[src/hash_key_uniquifier_assert.svh]
// Assertion macros for the key uniquifier. Clock and reset names are those of the modules.
`ifndef HASH_KEY_UNIQUIFIER_ASSERT_SVH
`define HASH_KEY_UNIQUIFIER_ASSERT_SVH

`ifndef SYNTHESIS
`define HKU_ASSERT_IMPL(lbl, ante, cons, msg) \
  lbl: assert property (@(posedge clk_i) disable iff (!rst_ni) (ante) |-> (cons)) \
    else $error(msg);
`define HKU_ASSERT_NEXT(lbl, ante, cons, msg) \
  lbl: assert property (@(posedge clk_i) disable iff (!rst_ni) (ante) |=> (cons)) \
    else $error(msg);
`else
`define HKU_ASSERT_IMPL(lbl, ante, cons, msg)
`define HKU_ASSERT_NEXT(lbl, ante, cons, msg)
`endif

`endif

[src/hku_ram.sv]
`timescale 1ns / 1ps

module hku_ram #(
  parameter int unsigned WIDTH = 8,
  parameter int unsigned DEPTH = 16,
  localparam int unsigned AW = (DEPTH > 1) ? $clog2(DEPTH) : 1
) (
  input  logic             clk_i,
  input  logic             we_i,
  input  logic [AW-1:0]    waddr_i,
  input  logic [WIDTH-1:0] wdata_i,
  input  logic             re_i,
  input  logic [AW-1:0]    raddr_i,
  output logic [WIDTH-1:0] rdata_o
);

  logic [WIDTH-1:0] mem_q [DEPTH];
  logic [WIDTH-1:0] rdata_q;

  always_ff @(posedge clk_i) begin
    if (we_i) begin
      mem_q[waddr_i] <= wdata_i;
    end
    if (re_i) begin
      rdata_q <= mem_q[raddr_i];
    end
  end

  assign rdata_o = rdata_q;

endmodule

[config.mk]
export PLATFORM = sky130hd
export DESIGN_NAME = hku_ram
export DESIGN_NICKNAME = d
export VERILOG_FILES = /design/src/hash_key_uniquifier_assert.svh /design/src/hku_ram.sv
export SDC_FILE = /design/constraint.sdc
export NUM_CORES = 1
export LEC_CHECK = 0
export BUFFER_PORTS_ARGS = -buffer_cell sky130_fd_sc_hd__buf_2
export CORE_UTILIZATION = 50
export DETAILED_ROUTE_END_ITERATION = 8
export MAX_ROUTING_LAYER = met4
export PLACE_DENSITY = 0.67
export SLEW_MARGIN = 0
export SYNTH_ARGS = -nofsm -noshare
export SYNTH_HDL_FRONTEND = slang
export SYNTH_SLANG_ARGS = --single-unit
[constraint.sdc]
create_clock -name clk_i -period 2.3 [get_ports clk_i]
set_clock_uncertainty 0.05 [all_clocks]
set_input_delay 0.46 -clock clk_i [delete_from_list [all_inputs] [get_ports clk_i]]
set_output_delay 0.46 -clock clk_i [all_outputs]
set_load 0.01 [all_outputs]
=== After elaboration in Yosys (flattened, before gate mapping) ===
Memory sizes are Yosys's and may differ from the RTL's. A register that Yosys moved wholly into a read port is not among the register bits.
Index checks and enable logic that the tools add are counted.

* Register bits after elaboration: 0
* Bits in writable memories: 128
* Input bits: 19
* Output and inout bits: 8
* Logic and storage cells: 3
* Memories: 1

* Multiplexer cells: 2

{| class="wikitable"
|+ Memories
! memory !! depth !! bits a word !! read ports !! clocked after memory_dff !! write ports !! line !! RTL
|-
| mem_q || 16 || 8 || 1 || 1 || 1 || hku_ram.sv:17 || <nowiki>logic [WIDTH-1:0] mem_q [DEPTH];</nowiki>
|}

{| class="wikitable"
|+ Operators by type and width
! kind !! number
|-
| $mux W1 || 2
|}

=== Logic depth before layout (Yosys ltp) ===
* Depth in word-level cells: 2
* Mapped depth: 5
* Depth with buffers taken out: 3

=== Worst setup path after synthesis ===
No wires, ideal clock.

* Path kind: in2reg
* Start point: input port waddr_i[2]
* End point: memory mem_q[0][0], enable pin
* Library setup time: 0.383 ns
* Data arrival time: 1.570 ns
* Setup slack: 0.297 ns
* Stages: 2
* Path buffers: 0
* Path through: or3b_2 > nor3_1

{| class="wikitable"
|+ RTL lines
! element !! line !! RTL
|-
| from (decl) || hku_ram.sv:10 || <nowiki>input logic [AW-1:0] waddr_i,</nowiki>
|-
| to (decl) || hku_ram.sv:17 ||
|}

Straight into the memory's write port.

==> metrics.txt <==
CP Class flip-flop to flip-flop; Routed Antenna Nets 0; part of the power in registers 52.7%; distinct cell type count after synthesis 18; Synth Area in Compound Gates 2.30%; VDD IR-drop max 0.478 mV; clk sink count 136; multi-input logic area 0.00106 mm2; Critical Path Sink Type flip-flop; FF-to-FF End rdata_o[0]; latest clock arrival within the worst-skew pair 0.51 ns; Synthesis Warnings 0; syn avg cell area 22.8 um2; final hold viol count 0; Startpoint Class flip-flop; LEAKAGE 2.08 nW; Worst EP arrival 1.81 ns; max_slew headroom 66.0%; WHS Endpoint rdata_o[3]; Internal 4.30 mW; Synth Area in XOR/XNOR 0%; I/O Pins 27; Initial Utilization 52.5%; Post-Synthesis Cells 229; cell area after synthesis 0.00523 mm2; via count 2498; Port Buffer Count 26; Clock Power Share 42.3%; PD cells 869 mW/mm2; Tcrit/Tclk final 69.7%; CTS clk-pin slew, worst paths 0.05 ns; min-delay worst type input port to flip-flop; outcome complete, no violations; Antenna diodes 0; Max Freq 624 MHz; Max Cap Viol 0; vias in the first global route 2519; Placed Area 0.00565 mm2; commonest non-fill, non-tap cell in the layout edfxtp_1; nets 308; clk root buf clkbuf_8; setup TNS 0 ns; RSZ-0062 raised after global routing no; R2R cell count 3; Syn-to-layout area delta 17.4%; CTS buffer count 17; Tot GR Track Use 20.8%; # hold bufs at CTS 0; Synth Net Count 248; Worst Max-Slew Pin Slew 0.509 ns; postcts setup bufs 0; largest family of logic cells by synthesized area multiplexers; FP Rows 36; Hold Crit Start re_i; Synth Area in Simple Gates 3.14%; Design Power 5.33 mW; Yosys reg bits 136; Avg WL per Cell 23.1 um; fin. max-slew vios 0; commonest non-fill, non-tap cells in the layout 136 x edfxtp_1, 26 x buf_2, 23 x buf_4; H-Tree Depth 4; initial antenna violation count 0; gr ovfl total 0; Final Util 61.7%; largest net degree at the start of global routing 20; total core area 0.00995 mm2; drt initial violations 206; first-pass GRT wire length 14900 um; hold-critical path depth 1; Seq/Total Area, Yosys 78.1%; Gate power share 5.0%; fill count 701; Worst EP required 2.51 ns; clk buf depth 2; CTS resizes 0; Die Y 104 um; Placer Congestion 0.756; Hold WS 0.271 ns; Sw Ratio 19.4%; Max FO, Critical Path 1; Finished Cell Area 0.00614 mm2; die width 104 um; die area 0.0109 mm2; CTS tree built; worst r2r src mem_q[1][0]; drt first pass iters 5; DRC 0; mux cell area share after synthesis 14.8%; dpl hpwl 6280 um; layout cells sized above 1 30.2%; Post-Synth Adder-Cell Area 0%; reg2reg setup slack 0.70 ns; FF/Latch Area 0.00408 mm2; P_sw 1.03 mW; Final min period 1.60 ns; final WL 9940 um; Setup-failing EPs final 0; Vias/cell 5.80
[per-stage QoR]
stage / setup slack [ns] / instances
4_1_cts: 0.664 / 431
3_3_place_gp: 0.134 / 403
2_1_floorplan: 0.297 / 229
6_report: 0.696 / 431
3_5_place_dp: 0.135 / 403
5_1_grt: 0.664 / 431
[how the worst max path moves through the flow]
| stage | startpoint | to | cells after the start |
|---|---|---|---|
| after floorplan | waddr_i[2] | mem_q[0][0] | 2 |
| after global placement | raddr_i[0] | rdata_o[0] | 5 |
| after detailed placement | raddr_i[0] | rdata_o[0] | 5 |
| after CTS | mem_q[1][0] | rdata_o[0] | 3 |
| after global routing | raddr_i[1] | rdata_o[2] | 5 |
| final | mem_q[1][0] | rdata_o[0] | 3 |
[layer usage]
metal	global-route usage [%]	vias to the layer above	part of all wire, %
met4	8.37	0	1.1
met1	28.7	1278	43
met2	29.6	110	49
met5	-	-	0
li1	-	1100	-
met3	5.76	10	7.0
[registers in the layout, indices dropped and copies added (netlist names)]
name / flops
rdata_o: 8
mem_q: 128
[power by group through the flow]
stage	clock network (mW)	registers [mW]	logic (mW)
floorplan	0	2.86	0.141
global placement	0	2.86	0.264
detailed placement	0	2.86	0.269
CTS	2.29	2.81	0.270
global route	2.39	2.81	0.289
finish	2.26	2.81	0.267
[synthesized netlist by cell type]
cell type        number  area share (%)
and2b_1               1            0.14
nand3b_1              2            0.29
buf_2                 3            0.29
or3b_2                1            0.17
mux4_2               18             7.8
buf_4                 1            0.14
nand2_1               9            0.65
nand2b_1              2            0.24
mux4_1               14             7.0
nor2_1               13            0.93
a22oi_1              16             2.3
buf_6                 3            0.65
nor2b_1               1            0.12
and2_1                1            0.12
edfxtp_1            136              78
nor3_1                4            0.38
clkdlybuf4s25_2       3            0.57
nand3_1               1           0.096
[kinds of logic after synthesis]
| logic type | after synthesis |
|---|---|
| compound gates | 16 |
| simple gates | 35 |
| buf+inv | 10 |
| mux | 32 |
| flops | 136 |
[critical path, cell delays in order, from the launching register on]
cell      delay (ns)
edfxtp_1        0.35
mux4_1          0.51
a22oi_1         0.35
nand2_1         0.09
[area by class of cell]
cell class              count  share of cell area, %
flip-flops and latches    136                   66.5
clock inverters             7                  0.938
well taps                 133                   2.71
clock buffers              21                   6.99
multi-input cells          83                   17.2
repair buffers             51                   5.59
Power figures use the tool's default switching activity.
