[config.mk]
export PLATFORM = sky130hd
export DESIGN_NAME = hku_step
export DESIGN_NICKNAME = d
export VERILOG_FILES = /design/src/hash_key_uniquifier_assert.svh /design/src/hku_pkg.sv /design/src/hku_step.sv
export SDC_FILE = /design/constraint.sdc
export NUM_CORES = 1
export LEC_CHECK = 0
export BUFFER_PORTS_ARGS = -buffer_cell sky130_fd_sc_hd__buf_2
export CORE_AREA = 8 8 103 105
export DETAILED_ROUTE_END_ITERATION = 10
export DIE_AREA = 0 0 111 113
export SLEW_MARGIN = 5
export SYNTH_ARGS = -nofsm -noshare
export SYNTH_HDL_FRONTEND = slang
export SYNTH_SLANG_ARGS = --single-unit
[constraint.sdc]
create_clock -name vclk -period 2
set_input_delay 0 -clock vclk [all_inputs]
set_output_delay 0 -clock vclk [all_outputs]
set_load 0.03 [all_outputs]
[src/hash_key_uniquifier_assert.svh]
// Assertion macros for the key uniquifier. Clock and reset names are those of the modules.
`ifndef HASH_KEY_UNIQUIFIER_ASSERT_SVH
`define HASH_KEY_UNIQUIFIER_ASSERT_SVH

`ifndef SYNTHESIS
`define HKU_ASSERT_IMPL(lbl, ante, cons, msg) \
  lbl: assert property (@(posedge clk_i) disable iff (!rst_ni) (ante) |-> (cons)) \
    else $error(msg);
`define HKU_ASSERT_NEXT(lbl, ante, cons, msg) \
  lbl: assert property (@(posedge clk_i) disable iff (!rst_ni) (ante) |=> (cons)) \
    else $error(msg);
`else
`define HKU_ASSERT_IMPL(lbl, ante, cons, msg)
`define HKU_ASSERT_NEXT(lbl, ante, cons, msg)
`endif

`endif

[src/hku_pkg.sv]
`timescale 1ns / 1ps

package hku_pkg;

  localparam int unsigned KEY_W         = 64;
  localparam int unsigned OFFSET_W      = 12;
  localparam int unsigned PERTURB_SHIFT = 5;

  typedef logic [KEY_W-1:0] key_t;

  typedef enum logic [2:0] {
    ST_INIT,
    ST_IDLE,
    ST_BWAIT,
    ST_KWAIT,
    ST_CLR_RD,
    ST_CLR_WR
  } state_e;

  // Status of one probe step, from the shared unit to the sequencer.
  typedef struct packed {
    logic key_match;
    key_t next_perturb;
  } step_status_t;

endpackage

[src/hku_step.sv]
`timescale 1ns / 1ps

module hku_step import hku_pkg::*; #(
  parameter int unsigned TABLE_BUCKETS = 8192,
  localparam int unsigned BW = $clog2(TABLE_BUCKETS)
) (
  input  key_t         key_i,
  input  key_t         stored_i,
  input  key_t         perturb_i,
  input  logic [BW-1:0] bucket_i,
  output logic [BW-1:0] next_bucket_o,
  output step_status_t  status_o
);

  localparam logic [BW-1:0] BucketMask = BW'(TABLE_BUCKETS - 1);

  key_t          perturb_sh;
  logic [BW-1:0] sum;

  // Next probe: (b*5 + 1 + (perturb >> 5)) & mask; only the low bucket bits matter.
  assign perturb_sh    = perturb_i >> PERTURB_SHIFT;
  assign sum           = (bucket_i << 2) + bucket_i + perturb_sh[BW-1:0] + BW'(1);
  assign next_bucket_o = sum & BucketMask;

  assign status_o.key_match    = (stored_i == key_i);
  assign status_o.next_perturb = perturb_sh;

endmodule

# Word level (Yosys, flattened, before mapping)
# Index checks and enable logic that the tools add are counted.
[word_totals]
register_bits = 0
latch_bits = 0
mem_bits_rw = 0
mem_bits_ro = 0
input_bits = 205
out_inout_bits = 78
elab_cells = 4
mem_count = 0
[classes]
n_addsub = 3
n_mul = 0
n_div = 0
magnitude_cmp = 0
eq_ne = 1
shifts = 0
mux = 0
bitwise_logic = 0
n_reduce_logical = 0
[op_table]
columns = ["op", "count"]
rows = [
  ["$eq A64 B64 Y1", 1],
  ["$add A13 B13 Y13", 2],
  ["$add A13 B1 Y13 const B", 1],
]

# Longest topological paths before layout
# Gate-level depths: netlist of run 1.
[logic_depth]
depth_word = 3
mapped_depth = 10
mapped_depth_nobuf = 10

# Worst setup path after synthesis of run 1
# OpenSTA, ideal clock, no wires.
[synth_timing]
path_kind = "input port to output port"
from = "in perturb_i[7]"
to = "out next_bucket_o[11]"
t_arrival_ns = 2.408
required_time_ns = 2.000
slack_ns = -0.408
path_stages = 9
cell_sequence = "inv_1 > fa_1 > inv_1 > fa_1 > a21oi_1 > nor2b_1 > o31ai_4 > a21oi_2 > o311ai_1"
[synth_via]
elab_chain_len = 2
[synth_lines]
columns = ["element", "line", "source"]
rows = [
  ["start, declared", "hku_step.sv:9", "input key_t perturb_i,"],
  ["$add A13 B13 Y13", "hku_step.sv:22", "assign sum = (bucket_i << 2) + bucket_i + perturb_sh[BW-1:0] + BW'(1);"],
  ["$add A13 B1 Y13", "hku_step.sv:22", ""],
  ["end, declared", "hku_step.sv:11", "output logic [BW-1:0] next_bucket_o,"],
]
# Every way passes these cells.

# Final worst setup path of run 1
[layout_timing]
from = "in bucket_i[0]"
to = "out next_bucket_o[9]"
[layout_via]
elab_chain_len = 3
[layout_lines]
columns = ["element", "line", "source"]
rows = [
  ["start, declared", "hku_step.sv:10", "input logic [BW-1:0] bucket_i,"],
  ["$add A13 B13 Y13 (2 in a row)", "hku_step.sv:22", ""],
  ["$add A13 B1 Y13", "hku_step.sv:22", ""],
]
# Every way passes these cells.

==> summary.md, run 1 <==
| Metric | Value |
|---|---|
| Reg power frac | `0` |
| YS warnings | `0` |
| CLK BUF | `0` |
| FILL cells | `971` |
| Post-Place Setup Slack | `-0.2830 ns` |
| Failing checks | `negative setup slack` |
| Setup TNS | `-0.2653 ns` |
| Worst hold path type | `in2out` |
| Overflow after GRT | `0` |
| Sequential cell count | `0` |
| Post-synthesis mux area share | `0` |
| Starting DRT DRC Count | `38` |
| Pwr Total | `1.346 mW` |
| Synth Cell Area | `1947 µm²` |
| Mapped Cells | `231` |
| Combinational share of power | `1.000` |
| Post-Route WL | `7.217 mm` |
| GRT Util Overall | `0.1059` |
| Vias | `2002` |
| RSZ-0062 raised after global routing | `yes` |
| Final max-slew violation count | `0` |
| Sw power | `719.4 µW` |
| Share of layout cells above drive strength 1 | `0.5940` |
| CP Class | `in2out` |
| Power per Cell Area | `485.7 nW/µm²` |
| Count leader, synth | `xor2_1` |
| Startpoint Class | `primary input` |
| N_diodes | `0` |
| Row cnt | `35` |
| Clock power share | `0` |
| Critical Path AT | `2.11 ns` |
| Switch share | `0.5347` |
| Top post-synthesis cells by area | `xor2_1 (30%), buf_4 (25%), fa_1 (11%), ha_1 (8.4%), nor4_1 (5.5%)` |
| Sequential cell area fraction in the yosys report | `0` |
| Nets | `598` |
| Synth cell count leaders | `xor2_1 (67), buf_4 (64), nor4_1 (17)` |
| WL/cell | `15.10 µm` |
| Residual DRC count | `0` |
| Antenna violations before repair | `2` |
| Hold Fails Final Rpt | `0` |
| GP Congestion | `0.8029` |
| Post-DRT Antenna Nets | `0` |
| PortBufs | `181` |
| Initial DRT Pass Iterations | `4` |
| DR vias/cell | `4.188` |
| Final worst setup slack | `-0.1138 ns` |
| Post-synthesis xor/xnor area fraction | `0.3419` |
| Max FO, Critical Path | `3` |
| VDD IR max | `0.4977 mV` |
| Final non-filler cell total | `478` |
| Fmax | `473.1 MHz` |
| Crit path capture type | `output pin` |
| Finish-stage setup viols | `3` |
| DPL Wire Length | `6.821 mm` |
| Main combinational cell family by area after synthesis | `XOR/XNOR gates` |
| Average cell area after synthesis | `8.428 µm²` |
| Initial Util | `0.2169` |
| Leakage | `1.470 nW` |
| Die W | `111 µm` |
| Die ar. | `12540 µm²` |
| Simple-gate share of the synthesized area | `0.1170` |
| Reg area | `0 µm²` |
| WP data required | `2.00 ns` |
| Synth-to-layout area growth | `42.29%` |
| Synth Area in Compound Gates | `0.07648` |
| Yosys cell types | `32` |
| Post-synthesis adder-cell area fraction | `0.1967` |
| Fin crit period | `2.114 ns` |
| CORE AREA | `8977 µm²` |
| Top cell type's share of synthesized area | `0.3014` |
| Largest net degree at the start of global routing | `7` |
| Tcrit/Tclk final | `1.057` |
| Internal power | `626.1 µW` |
| Area occupied by multi-input gates | `1521 µm²` |
| Number of cells after detailed placement | `475` |
| Cell taking the most area after synthesis | `xor2_1` |
| Die Ht | `113 µm` |
| First-pass GRT wire length | `11.22 mm` |
| Max-Cap Viols | `0` |
| Vias in the first global route | `2219` |
| Status | `finished, violations left` |
| Top Ports | `283` |
-- logic make-up (layout without fill, tap and decap cells) --
logic type | after synthesis | in the layout
and+or+nand+nor | 38 | 38
adders and majority gates | 24 | 24
AOI/OAI and AO/OA | 18 | 18
xor gates and xnor gates | 76 | 76
other | 1 | 5
buffers and inverters | 74 | 206
-- worst max-delay path: stages --
cell     delay, ns
buf_6         0.07
inv_4         0.03
fa_1          0.55
inv_2         0.05
fa_2          0.40
a21oi_2       0.16
nor2b_2       0.07
o31ai_4       0.22
a21oi_2       0.12
buf_4         0.15
xor2_2        0.13
buf_6         0.15
-- timing repair --
| item | 4_1_cts | 5_1_grt |
|---|---|---|
| buffers inserted | 1 | 2 |
| resized for setup | 21 | 8 |
| pin swaps | 9 | 8 |
| setup endpoints to repair | 6 | 6 |
| hold buffers | 0 | 0 |
-- metrics by stage --
| step | instance area, µm² | util | hold slack (ns) |
|---|---|---|---|
| 3_5_place_dp | 2656 | 0.2959 | 0.0002048 |
| 4_1_cts | 2724 | 0.3034 | 0.0002048 |
| 5_1_grt | 2770 | 0.3086 | 0.00004209 |
| 6_report | 2770 | 0.3086 | 0.000009791 |
| 2_1_floorplan | 2002 | - | 0.1317 |
| 3_3_place_gp | 2656 | 0.2959 | 0.0002048 |
-- cells in the final DEF, fill, tap and decap left out, types with 2 or more instances in the layout --
cell        n
a21oi_1     3
xnor2_1     8
conb_1      5
or3_1       2
nand4_1     5
nor2b_2     2
buf_6       5
a21o_1      2
nor2_1      2
inv_4       2
nor4_1     17
a21oi_2     3
inv_1       6
inv_2       2
nand2_1     2
xor2_1     65
nand3_1     3
xor2_2      2
fa_1       10
ha_1       11
o211ai_2    2
buf_2     172
buf_4      18
-- final cells by class --
cell class	count	share of cell area
well taps	111	0.05014
multi-input cells	161	0.5492
inverters	10	0.01536
repair buffers	196	0.3853
-- worst paths after layout --
check          start                to  slack [ns]  cells after the start
max      bucket_i[0]  next_bucket_o[9]       -0.11                     12
min    perturb_i[25]      status_o[20]     0.00001                      0
-- power by group through the flow --
stage               clock network (mW)  logic, mW  registers, mW
floorplan                            0      0.968              0
global placement                     0       1.20              0
detailed placement                   0       1.22              0
CTS                                  0       1.32              0
global route                         0       1.46              0
finish                               0       1.35              0
-- metal layers --
layer  share of wire  GRT usage
met3           0.082    0.03280
met4           0.012    0.01261
met5          0.0032          0
met1            0.38     0.1174
met2            0.52     0.1975
(Power assumes the default switching activity.)
==> run 2, diff against run 1 <==
==> constraint.sdc (replaced) <==
create_clock -name vclk -period 2.57
set_input_delay 0 -clock vclk [all_inputs]
set_output_delay 0 -clock vclk [all_outputs]
set_load 0.03 [all_outputs]
==> run 2 against run 1 <==
  * The run now ends clean
  * Global-route usage increased by 1.9 points
  * Sequential share of layout area is the same
  * Cell count fell by 3.1%
  * Utilization down 2.7 points
  * Worst hold slack is essentially flat
  * Critical path depth decreased by 1
  * Combinational power is 36% lower
  * Cell area fell by 8.8%
  * Die area did not move
  * Clock-buffer cell count did not move
  * Setup slack better by 0.38 ns
  * Critical path type unchanged
  * Largest cell class unchanged
  * Highest routed layer unchanged
==> summary.md, run 2 (synthesis gave the netlist of run 1 again) <==
| Metric | Value |
|---|---|
| DPL Wire Length | `8.108 mm` |
| Worst hold path type | `in2out` |
| Post-CTS sizing | `0` |
| Die W | `111 µm` |
| RSZ-0062 raised after global routing | `no` |
| Row cnt | `35` |
| Reg area | `0 µm²` |
| Critical Path AT | `2.30 ns` |
| Vias in the first global route | `2241` |
| Max-Cap Viols | `0` |
| Reg power frac | `0` |
| Antenna violations before repair | `3` |
| CORE AREA | `8977 µm²` |
| Internal power | `346.0 µW` |
| Crit path capture type | `output pin` |
| N_diodes | `0` |
| Sequence of cells on the critical path | `buf_2 -> inv_1 -> fa_1 -> inv_1 -> fa_1 -> a21oi_1 -> nor2b_1 -> o31ai_4 -> a21oi_2 -> o311ai_1 -> buf_2` |
| Vias | `1965` |
| Sequential cell count | `0` |
| WP data required | `2.57 ns` |
| CLK BUF | `0` |
| VDD IR max | `0.1624 mV` |
| WL/cell | `17.91 µm` |
| Leakage | `1.366 nW` |
| GP Congestion | `0.8203` |
| Final Instance Area | `2526 µm²` |
| Residual DRC count | `0` |
| Leading cell type in the layout, fill and taps excluded | `buf_2` |
| Max incr delay on CP | `0.53 ns` |
| Fin crit period | `2.301 ns` |
| DR vias/cell | `4.244` |
| Power per Cell Area | `341.3 nW/µm²` |
| Status | `complete, no violations` |
| Die Ht | `113 µm` |
| Initial DRT Pass Iterations | `4` |
| Share of layout cells above drive strength 1 | `0.5313` |
| Pwr Total | `862.1 µW` |
| Max FO, Critical Path | `3` |
| Nets | `583` |
| # Post-CTS Setup Buffers | `0` |
| Hold Fails Final Rpt | `0` |
| Starting DRT DRC Count | `27` |
| Tcrit/Tclk final | `0.8955` |
| Placed Instance Area | `2526 µm²` |
| Fmax | `434.5 MHz` |
| Synth-to-layout area growth | `29.76%` |
| First-pass GRT wire length | `12.65 mm` |
| FILL cells | `998` |
| Overflow after GRT | `0` |
| Clock power share | `0` |
| Die ar. | `12540 µm²` |
| Post-DRT Antenna Nets | `0` |
| Finish-stage setup viols | `0` |
| PortBufs | `181` |
| Commonest cells after routing, fill and taps aside | `buf_2 (181), xor2_1 (67), nor4_1 (17)` |
| Cts hold-fix bufs | `0` |
| Largest net degree at the start of global routing | `7` |
| GRT Util Overall | `0.1254` |
| Top Ports | `283` |
| Switch share | `0.5987` |
| Sw power | `516.2 µW` |
| Startpoint Class | `primary input` |
| Initial Util | `0.2169` |
| Slowest CP cell | `fa_1` |
| CP Class | `in2out` |
| Combinational share of power | `1.000` |
| Post-Route WL | `8.292 mm` |
| Setup TNS | `0 ns` |
| Final max-slew violation count | `0` |
==> run 2: changes by cell type in the layout (fill, tap and decap cells not counted), moves of 2 or more <==
cell / previous run / this run
nor2b_1: 0 / 2
a21oi_1: 3 / 5
inv_1: 6 / 9
buf_4: 18 / 0
buf_2: 172 / 181
xor2_2: 2 / 0
xor2_1: 65 / 67
a21oi_2: 3 / 1
buf_6: 5 / 0
inv_4: 2 / 0
ha_1: 11 / 13
nor2b_2: 2 / 0
==> run 2: path summary, 6_finish.rpt <==
| check | from | end | depth (start not counted) |
|---|---|---|---|
| max | perturb_i[7] | next_bucket_o[11] | 11 |
| min | perturb_i[45] | status_o[40] | 0 |
==> run 2: layout make-up <==
| type | instances | area (µm²) | area share |
|---|---|---|---|
| Tap cell | 111 | 138.9 | 0.05498 |
| Timing Repair Buffer | 181 | 905.9 | 0.3586 |
| Inverter | 10 | 37.54 | 0.01486 |
| Multi-Input combinational cell | 161 | 1444 | 0.5716 |
==> run 2: power groups by stage <==
stage / clock network, mW / logic, mW / registers (mW)
2_1_floorplan: 0 / 0.716 / 0
3_3_place_gp: 0 / 0.863 / 0
3_5_place_dp: 0 / 0.874 / 0
4_1_cts: 0 / 0.877 / 0
5_1_grt: 0 / 0.951 / 0
6_report: 0 / 0.862 / 0
==> run 2: critical path, delay by kind of cell <==
family	cells	cell delay (ns)
adder cells (fa/ha/maj)	2	0.99
AO/OA/AOI/OAI	4	0.76
buffers and inverters	4	0.45
AND/OR/NAND/NOR	1	0.09
==> run 2: per-layer routing <==
layer,routed length [µm],GRT usage,share of wire,vias to the layer above
met5,41,0,0.0049,-
met3,1031,0.06349,0.12,12
met1,2775,0.1165,0.33,870
met4,20,0.004505,0.0024,6
met2,4423,0.2488,0.53,125
li1,-,-,-,952
==> run 2: per-stage QoR <==
stage,std cells,setup slack [ns],hold slack [ns],util
finish,463,0.2686,0.000009799,0.2814
global route,463,0.07463,0.00004206,0.2814
CTS,463,0.2492,0.0002048,0.2814
detailed placement,463,0.2575,0.0002048,0.2814
global placement,463,0.2627,0.0002048,0.2814
floorplan,235,0.1620,0.1317,-
==> run 3, diff against run 2 <==
--- a/config.mk
+++ b/config.mk
@@ -5,10 +5,12 @@
 export SDC_FILE = /design/constraint.sdc
 export NUM_CORES = 1
 export LEC_CHECK = 0
+export ABC_AREA = 1
 export BUFFER_PORTS_ARGS = -buffer_cell sky130_fd_sc_hd__buf_2
-export CORE_AREA = 8 8 103 105
+export CORE_AREA = 8 8 105 107
 export DETAILED_ROUTE_END_ITERATION = 10
-export DIE_AREA = 0 0 111 113
+export DIE_AREA = 0 0 113 115
+export PLACE_DENSITY = 0.65
 export SLEW_MARGIN = 5
 export SYNTH_ARGS = -nofsm -noshare
 export SYNTH_HDL_FRONTEND = slang
==> run 3 against run 2 <==
  * Cell area increased by 19%
  * Power increased by 3.8%
  * Utilization increased by 3.6 points
  * Wire length decreased by 17%
  * Cell count increased by 43%
  * First-iteration DRC count increased to 2.7 times the previous value
==> summary.md, run 3 <==
| Metric | Value |
|---|---|
| Power per Cell Area | `298.1 nW/µm²` |
| WP data required | `2.57 ns` |
| Internal power | `344.4 µW` |
| Setup TNS | `0 ns` |
| Sequence of cells on the critical path | `buf_2 -> inv_1 -> fa_1 -> inv_1 -> fa_1 -> nand3_1 -> nand2_1 -> nand2_1 -> nand2_1 -> xor2_1 -> buf_2` |
| Finish-stage setup viols | `0` |
| CLK BUF | `0` |
| Clock power share | `0` |
| Sequential cell count | `0` |
| Commonest cells after routing, fill and taps aside | `buf_2 (181), nand2_1 (149), inv_1 (80)` |
| Largest net degree at the start of global routing | `7` |
| Leading cell type in the layout, fill and taps excluded | `buf_2` |
| Die Ht | `115 µm` |
| Combinational share of power | `1.000` |
| Status | `complete, no violations` |
| First-pass GRT wire length | `10.52 mm` |
| Crit path capture type | `output pin` |
| DPL Wire Length | `6.597 mm` |
| Vias | `2576` |
| CP Capture Point | `next_bucket_o[9]` |
| FILL cells | `1106` |
| Antenna violations before repair | `0` |
| Nets | `777` |
| Post-Place Setup Slack | `0.6887 ns` |
| Initial Util | `0.2558` |
| Sw power | `550.7 µW` |
| Final worst setup slack | `0.6929 ns` |
| Initial DRT Pass Iterations | `4` |
| RSZ-0062 raised after global routing | `no` |
| Yosys cell types | `23` |
| Fin crit period | `1.877 ns` |
| Slowest CP cell | `fa_1` |
| Reg area | `0 µm²` |
| Max FO, Critical Path | `4` |
| N_diodes | `0` |
| YS warnings | `0` |
| Share of layout cells above drive strength 1 | `0.3498` |
| Tcrit/Tclk final | `0.7304` |
| Post-CTS sizing | `0` |
| Sequential cell area fraction in the yosys report | `0` |
| Synth Cell Area | `2420 µm²` |
| DR vias/cell | `3.903` |
| Final max-slew violation count | `0` |
| Top cell type's share of synthesized area | `0.2311` |
| Fmax | `532.7 MHz` |
| Area occupied by multi-input gates | `1650 µm²` |
| Top post-synthesis cells by area | `nand2_1 (23%), buf_4 (20%), xnor2_1 (14%), inv_1 (12%), fa_1 (9.1%)` |
| Post-DRT Antenna Nets | `0` |
| Die W | `113 µm` |
| Cell family with most CP delay | `adder cells` |
| Count leader, synth | `nand2_1` |
| WL/cell | `10.45 µm` |
| Buf+Inv Stages, Crit Path | `4` |
| Reg power frac | `0` |
| Average cell area after synthesis | `5.694 µm²` |
| Max incr delay on CP | `0.53 ns` |
| Max-Cap Viols | `0` |
| VDD IR max | `0.1840 mV` |
| Post-Route WL | `6.899 mm` |
| Hold Fails Final Rpt | `0` |
| Leakage | `1.902 nW` |
| Residual DRC count | `0` |
| Switch share | `0.6152` |
| GRT Util Overall | `0.09424` |
| WP depth | `11` |
| GP Congestion | `0.7843` |
| Overflow after GRT | `0` |
| Synth cell count leaders | `nand2_1 (149), inv_1 (80), buf_4 (64)` |
| Cell taking the most area after synthesis | `nand2_1` |
| Core Util, Final | `0.3175` |
| Top Ports | `283` |
| CORE AREA | `9459 µm²` |
| Row cnt | `36` |
| CP Class | `in2out` |
| # Post-CTS Setup Buffers | `0` |
| Starting DRT DRC Count | `74` |
| Vias in the first global route | `2389` |
| Die ar. | `13000 µm²` |
| Critical Path AT | `1.88 ns` |
| Mapped Cells | `425` |
| Worst hold path type | `in2out` |
| PortBufs | `181` |
| Cell mode on critical path | `nand2_1` |
| Cts hold-fix bufs | `0` |
| Synth-to-layout area growth | `24.10%` |
| Startpoint Class | `primary input` |
| Crit path from | `perturb_i[7]` |
run 3: cell type report:
class / instances / area share
multi-input cells: 284 / 0.5496
inverters: 81 / 0.1013
well taps: 114 / 0.04750
repair buffers: 181 / 0.3017
run 3: worst min path at each step:
stage	startpoint	to	cells after the start
floorplan	perturb_i[5]	status_o[0]	1
global placement	perturb_i[37]	status_o[32]	0
detailed placement	perturb_i[37]	status_o[32]	0
CTS	perturb_i[37]	status_o[32]	0
global route	perturb_i[36]	status_o[31]	0
finish	perturb_i[20]	status_o[15]	0
run 3: logic make-up after synthesis:
| group | after synthesis | synth area share |
|---|---|---|
| buffers and inverters | 145 | 0.3242 |
| adders and majority gates | 24 | 0.1582 |
| other | 1 | 0.001550 |
| AOI/OAI and AO/OA | 13 | 0.03051 |
| and+or+nand+nor | 199 | 0.3299 |
| xor gates and xnor gates | 43 | 0.1556 |
run 3: metrics by stage:
stage	area (µm²)	std cells	total power, mW	hold slack (ns)
after floorplan	2435	429	0.7550	0.1317
after global placement	3003	660	0.9011	0.0002048
after detailed placement	3003	660	0.9018	0.0002048
after CTS	3003	660	0.9067	0.0002048
after global routing	3003	660	0.9917	0.00004346
final	3003	660	0.8950	0.00001160
run 3: routing by layer:
layer	wire length, µm	GRT usage	share of wire	vias to the layer above
met5	0	0	0	-
met4	82	0.01510	0.012	0
met3	612	0.02941	0.089	16
met2	3446	0.1687	0.50	100
met1	2756	0.1093	0.40	1044
li1	-	-	-	1416
run 3: power by group through the flow:
stage                     Clock (mW)  Sequential, mW  Combinational (mW)
final                              0               0               0.895
after global routing               0               0               0.992
after CTS                          0               0               0.907
after detailed placement           0               0               0.902
after global placement             0               0               0.901
after floorplan                    0               0               0.755
